$ cat config.mk
export PLATFORM = sky130hd
export DESIGN_NAME = priority_lock_wait_queue
export DESIGN_NICKNAME = d
export VERILOG_FILES = /design/src/hdl/plwq_pkg.sv /design/src/hdl/plwq_ram.sv /design/src/hdl/priority_lock_wait_queue.sv
export VERILOG_INCLUDE_DIRS = /design/src /design/src/hdl
export SDC_FILE = /design/constraint.sdc
export NUM_CORES = 1
export LEC_CHECK = 0
export BUFFER_PORTS_ARGS = -buffer_cell sky130_fd_sc_hd__buf_2
export CAP_MARGIN = 20
export CORE_MARGIN = 2
export CORE_UTILIZATION = 62
export DETAILED_ROUTE_END_ITERATION = 8
export GPL_ROUTABILITY_DRIVEN = 1
export GPL_TIMING_DRIVEN = 0
export PLACE_DENSITY = 0.79
export SLEW_MARGIN = 10
export SYNTH_ARGS = -nofsm -noshare
export SYNTH_HDL_FRONTEND = slang
export SYNTH_SLANG_ARGS = --single-unit
export TNS_END_PERCENT = 10
$ cat constraint.sdc
create_clock -name clk -period 4 [get_ports clk]
set_input_delay 0.8 -clock clk [delete_from_list [all_inputs] [get_ports clk]]
set_output_delay 0.8 -clock clk [all_outputs]
set_load 0.02 [all_outputs]
$ cat src/hdl/assert_macros.svh
// Assertion macros included by priority_lock_wait_queue.sv.
`ifndef ASSERT_MACROS_SVH
`define ASSERT_MACROS_SVH

`ifndef NO_ASSERTIONS

// Checks a property on every rising edge of clk while rst_n is high.
`define ASSERT_CLK(label, prop) \
  label: assert property (@(posedge clk) disable iff (!rst_n) (prop)) \
    else $error("assertion failed");

// Checks that a condition never holds while rst_n is high.
`define ASSERT_NEVER(label, cond) \
  label: assert property (@(posedge clk) disable iff (!rst_n) !(cond)) \
    else $error("forbidden condition seen");

`else

`define ASSERT_CLK(label, prop)
`define ASSERT_NEVER(label, cond)

`endif

`endif

$ cat src/hdl/plwq_pkg.sv
package plwq_pkg;

  localparam logic ACT_ENTER = 1'b0;
  localparam logic ACT_EXIT  = 1'b1;

  localparam logic [2:0] ST_GRANTED = 3'd0;
  localparam logic [2:0] ST_QUEUED  = 3'd1;
  localparam logic [2:0] ST_FREED   = 3'd2;
  localparam logic [2:0] ST_HANDED  = 3'd3;
  localparam logic [2:0] ST_FULL    = 3'd4;

  typedef struct packed {
    logic       action;
    logic [7:0] requester;
    logic [7:0] priority_req;
  } in_t;

  typedef struct packed {
    logic [2:0] status;
    logic [7:0] new_owner;
    logic [4:0] waiting;
  } out_t;

  typedef enum logic [1:0] {
    S_IDLE,
    S_INSERT,
    S_POP
  } state_t;

endpackage

$ cat src/hdl/plwq_ram.sv
module plwq_ram #(
  parameter int WIDTH = 16,
  parameter int DEPTH = 16
) (
  input  logic                                  clk,
  input  logic                                  we,
  input  logic [((DEPTH > 1) ? $clog2(DEPTH) : 1)-1:0] waddr,
  input  logic [WIDTH-1:0]                      wdata,
  input  logic [((DEPTH > 1) ? $clog2(DEPTH) : 1)-1:0] raddr,
  output logic [WIDTH-1:0]                      rdata
);

  logic [WIDTH-1:0] mem [DEPTH];

  always_ff @(posedge clk) begin
    if (we) begin
      mem[waddr] <= wdata;
    end
    rdata <= mem[raddr];
  end

endmodule

$ cat src/hdl/priority_lock_wait_queue.sv
// Results: grant, free and queue-full results appear in the cycle after start is taken;
// a hand-over goes through the S_POP state first, and a queued insert walks from the
// queue tail in S_INSERT, moving one entry per cycle through the single read and write
// port of the queue RAM.
// Flow: start is taken only while busy is low, so a new item waits until the last one is done;
// results are single-cycle strobes on out_valid that the receiver cannot stall.
// Reset (rst_n low, synchronous) frees the lock and empties the queue; the RAM is not cleared.
`include "assert_macros.svh"

module priority_lock_wait_queue #(
  parameter int QUEUE_DEPTH    = 16,
  parameter int PRIORITY_BITS  = 8,
  parameter int REQUESTER_BITS = 8
) (
  input  logic          clk,
  input  logic          rst_n,
  input  logic          start,
  output logic          busy,
  input  plwq_pkg::in_t in_data,
  output logic          out_valid,
  output plwq_pkg::out_t out_data
);
  import plwq_pkg::*;

  localparam int AW = (QUEUE_DEPTH > 1) ? $clog2(QUEUE_DEPTH) : 1;
  localparam int CW = $clog2(QUEUE_DEPTH + 1);
  localparam int EW = PRIORITY_BITS + REQUESTER_BITS;

  typedef struct packed {
    logic [PRIORITY_BITS-1:0]  prio;
    logic [REQUESTER_BITS-1:0] who;
  } entry_t;

  state_t state_r, state_nxt;
  logic   lock_r, lock_nxt;
  logic [CW-1:0] cnt_r, cnt_nxt;
  logic [CW-1:0] left_r, left_nxt;
  logic [AW-1:0] head_r, head_nxt;
  logic [AW-1:0] tail_r, tail_nxt;
  logic [AW-1:0] wp_r, wp_nxt;
  logic [AW-1:0] rp_r, rp_nxt;
  entry_t key_r, key_nxt;
  out_t   out_r, out_nxt;
  logic   out_valid_r, out_valid_nxt;

  logic          accept;
  logic          full;
  logic          stop;
  entry_t        in_entry;
  entry_t        rd_entry;
  logic [EW-1:0] rd_raw;
  logic          ram_we;
  logic [AW-1:0] ram_waddr;
  logic [AW-1:0] ram_raddr;
  entry_t        ram_wdata;
  logic [31:0]   cnt_wide;
  logic [31:0]   owner_wide;

  function automatic logic [AW-1:0] ptr_inc(input logic [AW-1:0] p);
    ptr_inc = (p == AW'(QUEUE_DEPTH - 1)) ? '0 : p + AW'(1);
  endfunction

  function automatic logic [AW-1:0] ptr_dec(input logic [AW-1:0] p);
    ptr_dec = (p == '0) ? AW'(QUEUE_DEPTH - 1) : p - AW'(1);
  endfunction

  assign accept         = start && !busy;
  assign busy           = (state_r != S_IDLE);
  assign full           = (cnt_r == CW'(QUEUE_DEPTH));
  assign in_entry.prio  = PRIORITY_BITS'(32'(in_data.priority_req));
  assign in_entry.who   = REQUESTER_BITS'(32'(in_data.requester));
  assign rd_entry       = entry_t'(rd_raw);
  assign stop           = (left_r == '0) || (rd_entry.prio >= key_r.prio);
  assign out_valid      = out_valid_r;
  assign out_data       = out_r;

  plwq_ram #(
    .WIDTH(EW),
    .DEPTH(QUEUE_DEPTH)
  ) u_queue (
    .clk  (clk),
    .we   (ram_we),
    .waddr(ram_waddr),
    .wdata(EW'(ram_wdata)),
    .raddr(ram_raddr),
    .rdata(rd_raw)
  );

  always_comb begin
    state_nxt = state_r;
    case (state_r)
      S_IDLE: begin
        if (accept) begin
          if (in_data.action == ACT_ENTER && lock_r && !full) begin
            state_nxt = S_INSERT;
          end else if (in_data.action == ACT_EXIT && cnt_r != '0) begin
            state_nxt = S_POP;
          end
        end
      end
      S_INSERT: begin
        if (stop) begin
          state_nxt = S_IDLE;
        end
      end
      S_POP: begin
        state_nxt = S_IDLE;
      end
      default: begin
        state_nxt = S_IDLE;
      end
    endcase
  end

  always_comb begin
    lock_nxt      = lock_r;
    cnt_nxt       = cnt_r;
    left_nxt      = left_r;
    head_nxt      = head_r;
    tail_nxt      = tail_r;
    wp_nxt        = wp_r;
    rp_nxt        = rp_r;
    key_nxt       = key_r;
    out_nxt       = out_r;
    out_valid_nxt = 1'b0;
    ram_we        = 1'b0;
    ram_waddr     = wp_r;
    ram_wdata     = rd_entry;
    ram_raddr     = head_r;
    cnt_wide      = 32'(cnt_r);
    owner_wide    = '0;
    case (state_r)
      S_IDLE: begin
        ram_raddr = (in_data.action == ACT_EXIT) ? head_r : ptr_dec(tail_r);
        if (accept) begin
          out_nxt.new_owner = '0;
          out_nxt.waiting   = cnt_wide[4:0];
          if (in_data.action == ACT_ENTER) begin
            if (!lock_r) begin
              lock_nxt       = 1'b1;
              out_nxt.status = ST_GRANTED;
              out_valid_nxt  = 1'b1;
            end else if (full) begin
              out_nxt.status = ST_FULL;
              out_valid_nxt  = 1'b1;
            end else begin
              key_nxt  = in_entry;
              wp_nxt   = tail_r;
              rp_nxt   = ptr_dec(tail_r);
              left_nxt = cnt_r;
            end
          end else if (cnt_r == '0) begin
            lock_nxt       = 1'b0;
            out_nxt.status = ST_FREED;
            out_valid_nxt  = 1'b1;
          end
        end
      end
      S_INSERT: begin
        ram_raddr = ptr_dec(rp_r);
        ram_we    = 1'b1;
        if (stop) begin
          ram_wdata         = key_r;
          cnt_nxt           = cnt_r + CW'(1);
          tail_nxt          = ptr_inc(tail_r);
          cnt_wide          = 32'(cnt_nxt);
          out_nxt.status    = ST_QUEUED;
          out_nxt.new_owner = '0;
          out_nxt.waiting   = cnt_wide[4:0];
          out_valid_nxt     = 1'b1;
        end else begin
          wp_nxt   = rp_r;
          rp_nxt   = ptr_dec(rp_r);
          left_nxt = left_r - CW'(1);
        end
      end
      S_POP: begin
        head_nxt          = ptr_inc(head_r);
        cnt_nxt           = cnt_r - CW'(1);
        cnt_wide          = 32'(cnt_nxt);
        owner_wide        = 32'(rd_entry.who);
        out_nxt.status    = ST_HANDED;
        out_nxt.new_owner = owner_wide[7:0];
        out_nxt.waiting   = cnt_wide[4:0];
        out_valid_nxt     = 1'b1;
      end
      default: begin
        out_valid_nxt = 1'b0;
      end
    endcase
  end

  always_ff @(posedge clk) begin
    if (!rst_n) begin
      state_r     <= S_IDLE;
      lock_r      <= 1'b0;
      cnt_r       <= '0;
      head_r      <= '0;
      tail_r      <= '0;
      left_r      <= '0;
      out_valid_r <= 1'b0;
    end else begin
      state_r     <= state_nxt;
      lock_r      <= lock_nxt;
      cnt_r       <= cnt_nxt;
      head_r      <= head_nxt;
      tail_r      <= tail_nxt;
      left_r      <= left_nxt;
      out_valid_r <= out_valid_nxt;
    end
  end

  always_ff @(posedge clk) begin
    wp_r  <= wp_nxt;
    rp_r  <= rp_nxt;
    key_r <= key_nxt;
    out_r <= out_nxt;
  end

  `ASSERT_CLK(a_accept_answers, accept |=> (out_valid_r || busy))
  `ASSERT_NEVER(a_count_bound, cnt_r > CW'(QUEUE_DEPTH))
  `ASSERT_NEVER(a_walk_needs_owner, (state_r != S_IDLE) && !lock_r)
  `ASSERT_NEVER(a_waiters_need_owner, (cnt_r != '0) && !lock_r)

endmodule
==> flow_metrics.py, run 1 <==
metrics = {
    "yosys": {
        "synth_cell_types": 54,
        "netlist.area_leader.share_pct": 64.6,
        "ys.warnings.count": 0,
        "yosys-top-cells-count": "sky130_fd_sc_hd__edfxtp_1 (296), sky130_fd_sc_hd__mux2i_1 (138), sky130_fd_sc_hd__nor2_1 (79), sky130_fd_sc_hd__dfxtp_1 (38), sky130_fd_sc_hd__nand2_1 (37)",
        "edff_count_synth": 296,
        "ys_top_cells_by_area": "sky130_fd_sc_hd__edfxtp_1 (65%), sky130_fd_sc_hd__mux2i_1 (10%), sky130_fd_sc_hd__dfxtp_1 (5.5%)",
        "synth_fp_nets": 949,
        "synth_cells": 909,
        "postSynthAreaPerCell_um2": 15.1,
        "synthMostInstantiatedCell": "sky130_fd_sc_hd__edfxtp_1",
        "postSynthRegisterBits": 334,
        "ffs_w_async_s_r_synth_pct": 0,
        "synth.largest_area_cell": "sky130_fd_sc_hd__edfxtp_1",
        "total_standard_cell_area_after_synthesis_um2": 13800,
        "dominant_register_cell_in_the_synthesized_netlist": "sky130_fd_sc_hd__edfxtp_1",
        "seq_area_frac_synth_pct": 70.1,
    },
    "worst_setup_path": {
        "path_common_cell": "sky130_fd_sc_hd__clkbuf_1",
        "critical_path_arrival_ns": 3.61,
        "worst_r2r_path_depth": 7,
        "critPathMaxStageDelay_ns": 0.75,
        "rr_startpoint": "state_r[1]",
        "regToRegSetupSlack_ns": 0.60,
        "worst_ep_required_time_ns": 4.22,
        "worstSetupPathDepth": 7,
        "endpoint_kind": "flop",
        "crit_path_cell_trace": "inv_1 > ha_1 > clkbuf_1 > clkbuf_1 > nand3_1 > nor3_2 > buf_4",
        "crit_path_start": "state_r[1]",
        "worstSetupPathType": "reg -> reg",
        "cp_num_buf_inv": 4,
        "cpLargestDelayFamily": "buffers and inverters",
        "crit-reg2reg-capture": "u_queue.mem[10][10]",
        "cp-start-kind": "flop",
        "crit_slowest_cell": "sky130_fd_sc_hd__nor3_2",
        "worstPathMaxFanout": 10,
    },
    "clock_network": {
        "clock_tree_from_tritoncts": "built",
        "postCtsSetupRepairBufs": 0,
        "numClockSinks": 334,
        "cts.hold.buffers_added": 0,
        "htree_levels": 2,
        "cts_max_path_buffers": 3,
        "cts_made_buffers": 35,
        "insertion_delay_ns": 0.52,
        "clk_root_buffer_cell": "sky130_fd_sc_hd__clkbuf_16",
        "clk_pin_slew_worst_paths_ns": 0.06,
        "post_cts_resized": 0,
    },
    "sta": {
        "period_needed_ns": 3.40,
        "least_margin_pin_slew_ns": 1.04,
        "grt_setup_unrepaired": "false",
        "final_count_of_pins_violating_max_slew": 0,
        "max_freq_mhz": 294,
        "final-hold-violation-count": 0,
        "fin_skew_ns": 0.00836,
        "finalSetupViolations": 0,
        "max_slew_margin_pct": 30.3,
        "fin_crit_sh_pct": 85.0,
    },
    "grt": {
        "grt_use_total_pct": 25.0,
        "first_pass_grt_wire_length_um": 45300,
        "first_global_vias": 8017,
        "grt_overflow_total": 0,
        "grt_max_degree": 17,
        "antenna_violations_before_repair": 0,
    },
    "die": {
        "die_width_um": 153,
        "row_count": 54,
        "num_io_pins": 38,
        "die-area_um2": 23400,
        "start_util_pct": 63.0,
        "core-area_um2": 21800,
        "die_h_um": 153,
    },
    "cells_and_area": {
        "fillCellCount": 1337,
        "flow.area_growth_from_synthesis_pct": 13.8,
        "finalNonFillerCells": 1306,
        "finalNetCount": 1039,
        "antenna_cells": 0,
        "post_route_cells_drive_above_1_share_pct": 16.3,
        "final_core_utilization_pct": 71.8,
    },
    "route": {
        "routed_wl_um": 29100,
        "route.detailed.vias_per_inst": 6.19,
        "dr.pass1.iters": 6,
        "routed-via-count": 8078,
        "avgRoutedWirePerCell_um": 22.3,
        "detail_route.drc_violations": 0,
        "postRouteAntennaNets": 0,
        "detail_route.iter0.violations": 786,
    },
    "pwr": {
        "fin_total_pwr_mw": 10.2,
        "max-vdd-ir-drop_mv": 0.389,
        "power_density_nw_per_um2": 653,
        "power_leakage_nw": 5.59,
    },
    "min_path": {
        "timing.hold.worst.class": "in -> reg",
        "hold_startpoint": "in_data[1]",
        "min_delay_path_depth": 1,
        "min_to": "key_r[9]",
    },
    "run_status": {
        "outcome": "complete, no violations",
    },
    "placed_design": {
        "dp.final_hpwl_um": 19400,
        "dpl.cell_count": 1242,
        "gp_congestion": 0.839,
        "io_buffers": 36,
    },
    "flow_run": {
        "max_cap_violations": 0,
    },
}
-- worst max-delay path by stage --
stage / to
after detailed placement: u_queue.rdata[5]
after global placement: u_queue.mem[10][7]
after floorplan: u_queue.mem[0][0]
after global routing: u_queue.rdata[5]
final: u_queue.mem[10][10]
after CTS: u_queue.rdata[5]
-- cells by family (layout without fill, tap and decap cells) --
logic type / count (synthesis) / count (layout) / share of synthesized area (%)
simple gates: 182 / 182 / 6.35
fa+ha+maj: 20 / 20 / 1.82
mux: 155 / 155 / 11.4
buf+inv: 73 / 190 / 2.42
compound gates: 137 / 137 / 7.33
xor+xnor: 8 / 8 / 0.509
flops: 334 / 334 / 70.1
-- state kept, by name (all words and copies together), names as in the netlist --
signal / cells
tail_r: 4
ram_waddr: 4
head_r: 4
state_r: 2
out_valid: 1
u_queue.mem: 256
cnt_r: 5
key_r: 16
lock_r: 1
out_data: 16
left_r: 5
rp_r: 4
u_queue.rdata: 16
-- worst register-to-register path, delay by kind of cell, from the launching register on --
kind	cells	cell delay, ns
buf+inv	4	1.37
simple gates	2	1.10
flops	1	0.35
fa+ha+maj	1	0.27
-- power breakdown --
| group | switching [mW] | internal, mW | total, mW | leakage (nW) |
|---|---|---|---|---|
| Combinational | 1.69 | 0.867 | 2.55 | 2.07 |
| Sequential | 0.102 | 4.42 | 4.52 | 2.98 |
| Clock | 1.29 | 1.86 | 3.15 | 0.540 |
-- per-stage QoR --
| stage | cell area (um^2) | hold WS (ns) | worst slack (ns) | setup TNS, ns |
|---|---|---|---|---|
| finish | 15700 | 0.460 | 0.602 | 0 |
| detailed placement | 14500 | 0.461 | 0.529 | 0 |
| global route | 15700 | 0.443 | 0.400 | 0 |
| floorplan | 13800 | 0.447 | 1.07 | 0 |
| CTS | 15700 | 0.446 | 0.669 | 0 |
| global placement | 14300 | 0.456 | -0.289 | -14.00 |
-- layout make-up --
cell class	instances	area, um^2	share of cell area, %
Buffer	46	231	1.48
Clock buffer	46	938	5.99
Clock inverter	18	174	1.11
Inverter	27	101	0.647
Multi-Input combinational cell	502	3830	24.5
Sequential cell	334	9650	61.6
Tap cell	280	350	2.24
Timing Repair Buffer	53	383	2.44
-- per-layer routing --
| metal | track usage (%) | share of wire (%) | vias to the layer above |
|---|---|---|---|
| li1 | - | - | 3668 |
| met1 | 35.3 | 43 | 4004 |
| met2 | 39.8 | 48 | 348 |
| met3 | 5.02 | 7.5 | 58 |
| met4 | 7.94 | 2.4 | 0 |
| met5 | 0 | 0 | - |
-- cells in the final DEF (no fill, tap or decap), types with 6 or more instances in the layout --
cell type / Yosys / routed
sky130_fd_sc_hd__mux2_2: 17 / 17
sky130_fd_sc_hd__clkinv_1: 0 / 7
sky130_fd_sc_hd__nor2_1: 79 / 66
sky130_fd_sc_hd__nor3_2: 1 / 6
sky130_fd_sc_hd__ha_1: 20 / 20
sky130_fd_sc_hd__dfxtp_1: 38 / 38
sky130_fd_sc_hd__nand3_1: 8 / 8
sky130_fd_sc_hd__clkbuf_1: 23 / 33
sky130_fd_sc_hd__a221oi_1: 18 / 18
sky130_fd_sc_hd__clkbuf_16: 0 / 36
sky130_fd_sc_hd__buf_8: 0 / 9
sky130_fd_sc_hd__o21ai_0: 22 / 21
sky130_fd_sc_hd__and2_1: 14 / 14
sky130_fd_sc_hd__a21oi_1: 17 / 17
sky130_fd_sc_hd__nand2b_1: 9 / 9
sky130_fd_sc_hd__a22o_1: 16 / 16
sky130_fd_sc_hd__edfxtp_1: 296 / 296
sky130_fd_sc_hd__buf_4: 5 / 11
sky130_fd_sc_hd__o32ai_1: 15 / 15
sky130_fd_sc_hd__buf_2: 13 / 49
sky130_fd_sc_hd__nor2_2: 0 / 13
sky130_fd_sc_hd__inv_1: 27 / 27
sky130_fd_sc_hd__mux2i_1: 138 / 138
sky130_fd_sc_hd__xnor2_1: 6 / 6
sky130_fd_sc_hd__a211oi_1: 17 / 17
sky130_fd_sc_hd__nand2_1: 37 / 37
Power figures use the tool's default switching activity.
==> run 2: changes to the inputs <==
--- a/config.mk
+++ b/config.mk
@@ -6,6 +6,7 @@
 export SDC_FILE = /design/constraint.sdc
 export NUM_CORES = 1
 export LEC_CHECK = 0
+export ABC_AREA = 1
 export BUFFER_PORTS_ARGS = -buffer_cell sky130_fd_sc_hd__buf_2
 export CAP_MARGIN = 20
 export CORE_MARGIN = 2
==> constraint.sdc (replaced) <==
create_clock -name clk -period 3.4 [get_ports clk]
set_input_delay 0.68 -clock clk [delete_from_list [all_inputs] [get_ports clk]]
set_output_delay 0.68 -clock clk [all_outputs]
set_load 0.02 [all_outputs]
==> flow_metrics.py, run 2 <==
metrics = {
    "grt": {
        "first_pass_grt_wire_length_um": 56700,
        "antenna_violations_before_repair": 0,
        "first_global_vias": 10400,
        "grt_use_total_pct": 29.3,
        "grt_overflow_total": 0,
        "grt_max_degree": 17,
    },
    "clock_network": {
        "cts_max_path_buffers": 3,
        "cts_made_buffers": 35,
        "numClockSinks": 334,
        "insertion_delay_ns": 0.52,
        "clk_pin_slew_worst_paths_ns": 0.06,
        "cts.hold.buffers_added": 0,
        "clock_tree_from_tritoncts": "built",
        "clk_root_buffer_cell": "sky130_fd_sc_hd__clkbuf_16",
        "htree_levels": 2,
    },
    "sta": {
        "holdWs_ns": 0.336,
        "grt_setup_unrepaired": "false",
        "fin_crit_sh_pct": 95.8,
        "max_slew_margin_pct": 36.0,
        "least_margin_pin_slew_ns": 0.960,
        "final_count_of_pins_violating_max_slew": 0,
        "max_freq_mhz": 307,
        "fin_skew_ns": 0.0321,
        "period_needed_ns": 3.26,
        "finalSetupViolations": 0,
        "final-hold-violation-count": 0,
    },
    "yosys": {
        "synth.largest_area_cell": "sky130_fd_sc_hd__edfxtp_1",
        "dominant_register_cell_in_the_synthesized_netlist": "sky130_fd_sc_hd__edfxtp_1",
        "postSynthRegisterBits": 334,
        "synthMostInstantiatedCell": "sky130_fd_sc_hd__edfxtp_1",
        "seq_area_frac_synth_pct": 64.0,
        "synth_cell_types": 35,
        "postSynthAreaPerCell_um2": 10.6,
        "synth_cells": 1427,
        "yosys-top-cells-count": "sky130_fd_sc_hd__edfxtp_1 (296), sky130_fd_sc_hd__nand2_1 (268), sky130_fd_sc_hd__nand3_1 (263), sky130_fd_sc_hd__inv_1 (202), sky130_fd_sc_hd__nand3b_1 (113)",
        "ys_top_cells_by_area": "sky130_fd_sc_hd__edfxtp_1 (59%), sky130_fd_sc_hd__nand3_1 (8.7%), sky130_fd_sc_hd__nand2_1 (6.7%)",
        "netlist.area_leader.share_pct": 59.0,
        "total_standard_cell_area_after_synthesis_um2": 15100,
        "ffs_w_async_s_r_synth_pct": 0,
        "edff_count_synth": 296,
        "ys.warnings.count": 0,
        "synth_fp_nets": 1467,
    },
    "cells_and_area": {
        "finalNetCount": 1558,
        "seq_area_um2": 9650,
        "fillCellCount": 1725,
        "largest-register": "u_queue.mem",
        "largest_register_ff_count": 256,
        "final_core_utilization_pct": 70.6,
        "flow.area_growth_from_synthesis_pct": 12.9,
        "multiInputGateArea_um2": 4270,
        "post_route_cells_drive_above_1_share_pct": 13.7,
        "antenna_cells": 0,
        "most-common-layout-cells": "sky130_fd_sc_hd__edfxtp_1 (296), sky130_fd_sc_hd__nand3_1 (263), sky130_fd_sc_hd__nand2_1 (260)",
        "layout.cells.most_common": "sky130_fd_sc_hd__edfxtp_1",
    },
    "worst_setup_path": {
        "regToRegSetupSlack_ns": 0.14,
        "worst_r2r_path_depth": 11,
        "cp-start-kind": "flop",
        "worstSetupPathType": "reg -> reg",
        "critPathMaxStageDelay_ns": 0.47,
        "worst_ep_required_time_ns": 3.62,
        "worstPathMaxFanout": 16,
        "crit_path_cell_trace": "inv_1 > ha_1 > nand2_1 > nor2_1 > nand4_1 > nand3_1 > nand2_1 > inv_1 > clkbuf_1 > nand2_1 > nand2_2",
        "crit_slowest_cell": "sky130_fd_sc_hd__clkbuf_1",
        "critical_path_arrival_ns": 3.48,
        "endpoint_kind": "flop",
        "path_common_cell": "sky130_fd_sc_hd__nand2_1",
        "crit-reg2reg-capture": "u_queue.mem[1][2]",
        "rr_startpoint": "key_r[15]",
    },
    "min_path": {
        "min_delay_path_depth": 1,
        "timing.hold.worst.class": "in -> reg",
        "min_to": "key_r[4]",
        "hold_startpoint": "in_data[12]",
    },
    "placed_design": {
        "gp_congestion": 0.920,
        "io_buffers": 37,
        "dp.final_hpwl_um": 25800,
    },
    "die": {
        "core-area_um2": 24100,
        "die-area_um2": 25600,
        "num_io_pins": 38,
        "die_width_um": 160,
        "row_count": 57,
        "die_h_um": 160,
        "start_util_pct": 62.5,
    },
    "route": {
        "routed_wl_um": 37300,
        "route.detailed.vias_per_inst": 5.80,
        "postRouteAntennaNets": 0,
        "avgRoutedWirePerCell_um": 20.0,
        "dr.pass1.iters": 5,
        "routed-via-count": 10800,
        "detail_route.iter0.violations": 1221,
        "detail_route.drc_violations": 0,
    },
    "run_status": {
        "outcome": "complete, no violations",
    },
    "pwr": {
        "fin_total_pwr_mw": 16.9,
        "power_leakage_nw": 6.99,
        "max-vdd-ir-drop_mv": 0.659,
        "power_density_nw_per_um2": 991,
    },
    "flow_run": {
        "max_cap_violations": 0,
    },
}
[run 2: how the worst max path moves through the flow]
| stage | startpoint | end | slack [ns] | cells after the start |
|---|---|---|---|---|
| finish | key_r[15] | u_queue.mem[1][2] | 0.14 | 11 |
| global route | key_r[11] | u_queue.mem[1][4] | 0.04 | 13 |
| global placement | key_r[11] | u_queue.mem[0][8] | -1.30 | 12 |
| floorplan | key_r[15] | out_data[0] | 0.82 | 8 |
| CTS | key_r[11] | u_queue.mem[1][0] | 0.03 | 13 |
| detailed placement | key_r[13] | u_queue.mem[0][5] | -0.09 | 13 |
[run 2: area by class of cell]
| type | instances | area share (%) |
|---|---|---|
| Sequential cell | 334 | 56.7 |
| Multi-Input combinational cell | 808 | 25.1 |
| Clock buffer | 49 | 5.87 |
| Inverter | 208 | 4.59 |
| Buffer | 77 | 2.68 |
| Tap cell | 324 | 2.38 |
| Timing Repair Buffer | 54 | 2.15 |
| Clock inverter | 15 | 0.581 |
[run 2: repair_timing]
action	CTS	global route
gates cloned	0	0
endpoints found under the setup margin	112	198
buffers inserted	0	0
gates resized for setup	7	3
endpoints found under the hold margin	0	0
[run 2: logic make-up after synthesis]
logic type | synth area share, %
and+or+nand+nor | 23.2
DFF | 64.0
buffers and inverters | 8.20
AOI/OAI and AO/OA | 2.36
adders and majority gates | 1.66
xor gates and xnor gates | 0.523
[run 2: per-layer routing]
layer  wire (um)  global-route usage (%)  part of all wire (%)
met1       14600                    40.9                    39
met2       17100                    45.9                    46
met3        3740                    4.16                    10
met4        1840                    14.5                   4.9
met5           0                       0                     0
[run 2: power by group]
group | internal, mW | switching (mW)
Combinational | 2.07 | 5.33
Sequential | 5.68 | 0.181
Clock | 2.07 | 1.54
[run 2: per-stage QoR]
step / worst slack, ns / area [um^2] / std cells / TNS, ns
final: 0.144 / 17000 / 1869 / 0
after global routing: 0.0417 / 17000 / 1869 / 0
after CTS: 0.0299 / 17000 / 1869 / 0
after detailed placement: -0.0925 / 15900 / 1805 / -4.19
after global placement: -1.30 / 15700 / 1788 / -95.55
after floorplan: 0.822 / 15100 / 1427 / 0
[run 2: worst max-delay path, delay by kind of cell (launching register included)]
kind,cells,cell delay [ns]
adders and majority gates,1,0.34
buffers and inverters,3,0.74
DFF,1,0.32
and+or+nand+nor,7,1.55
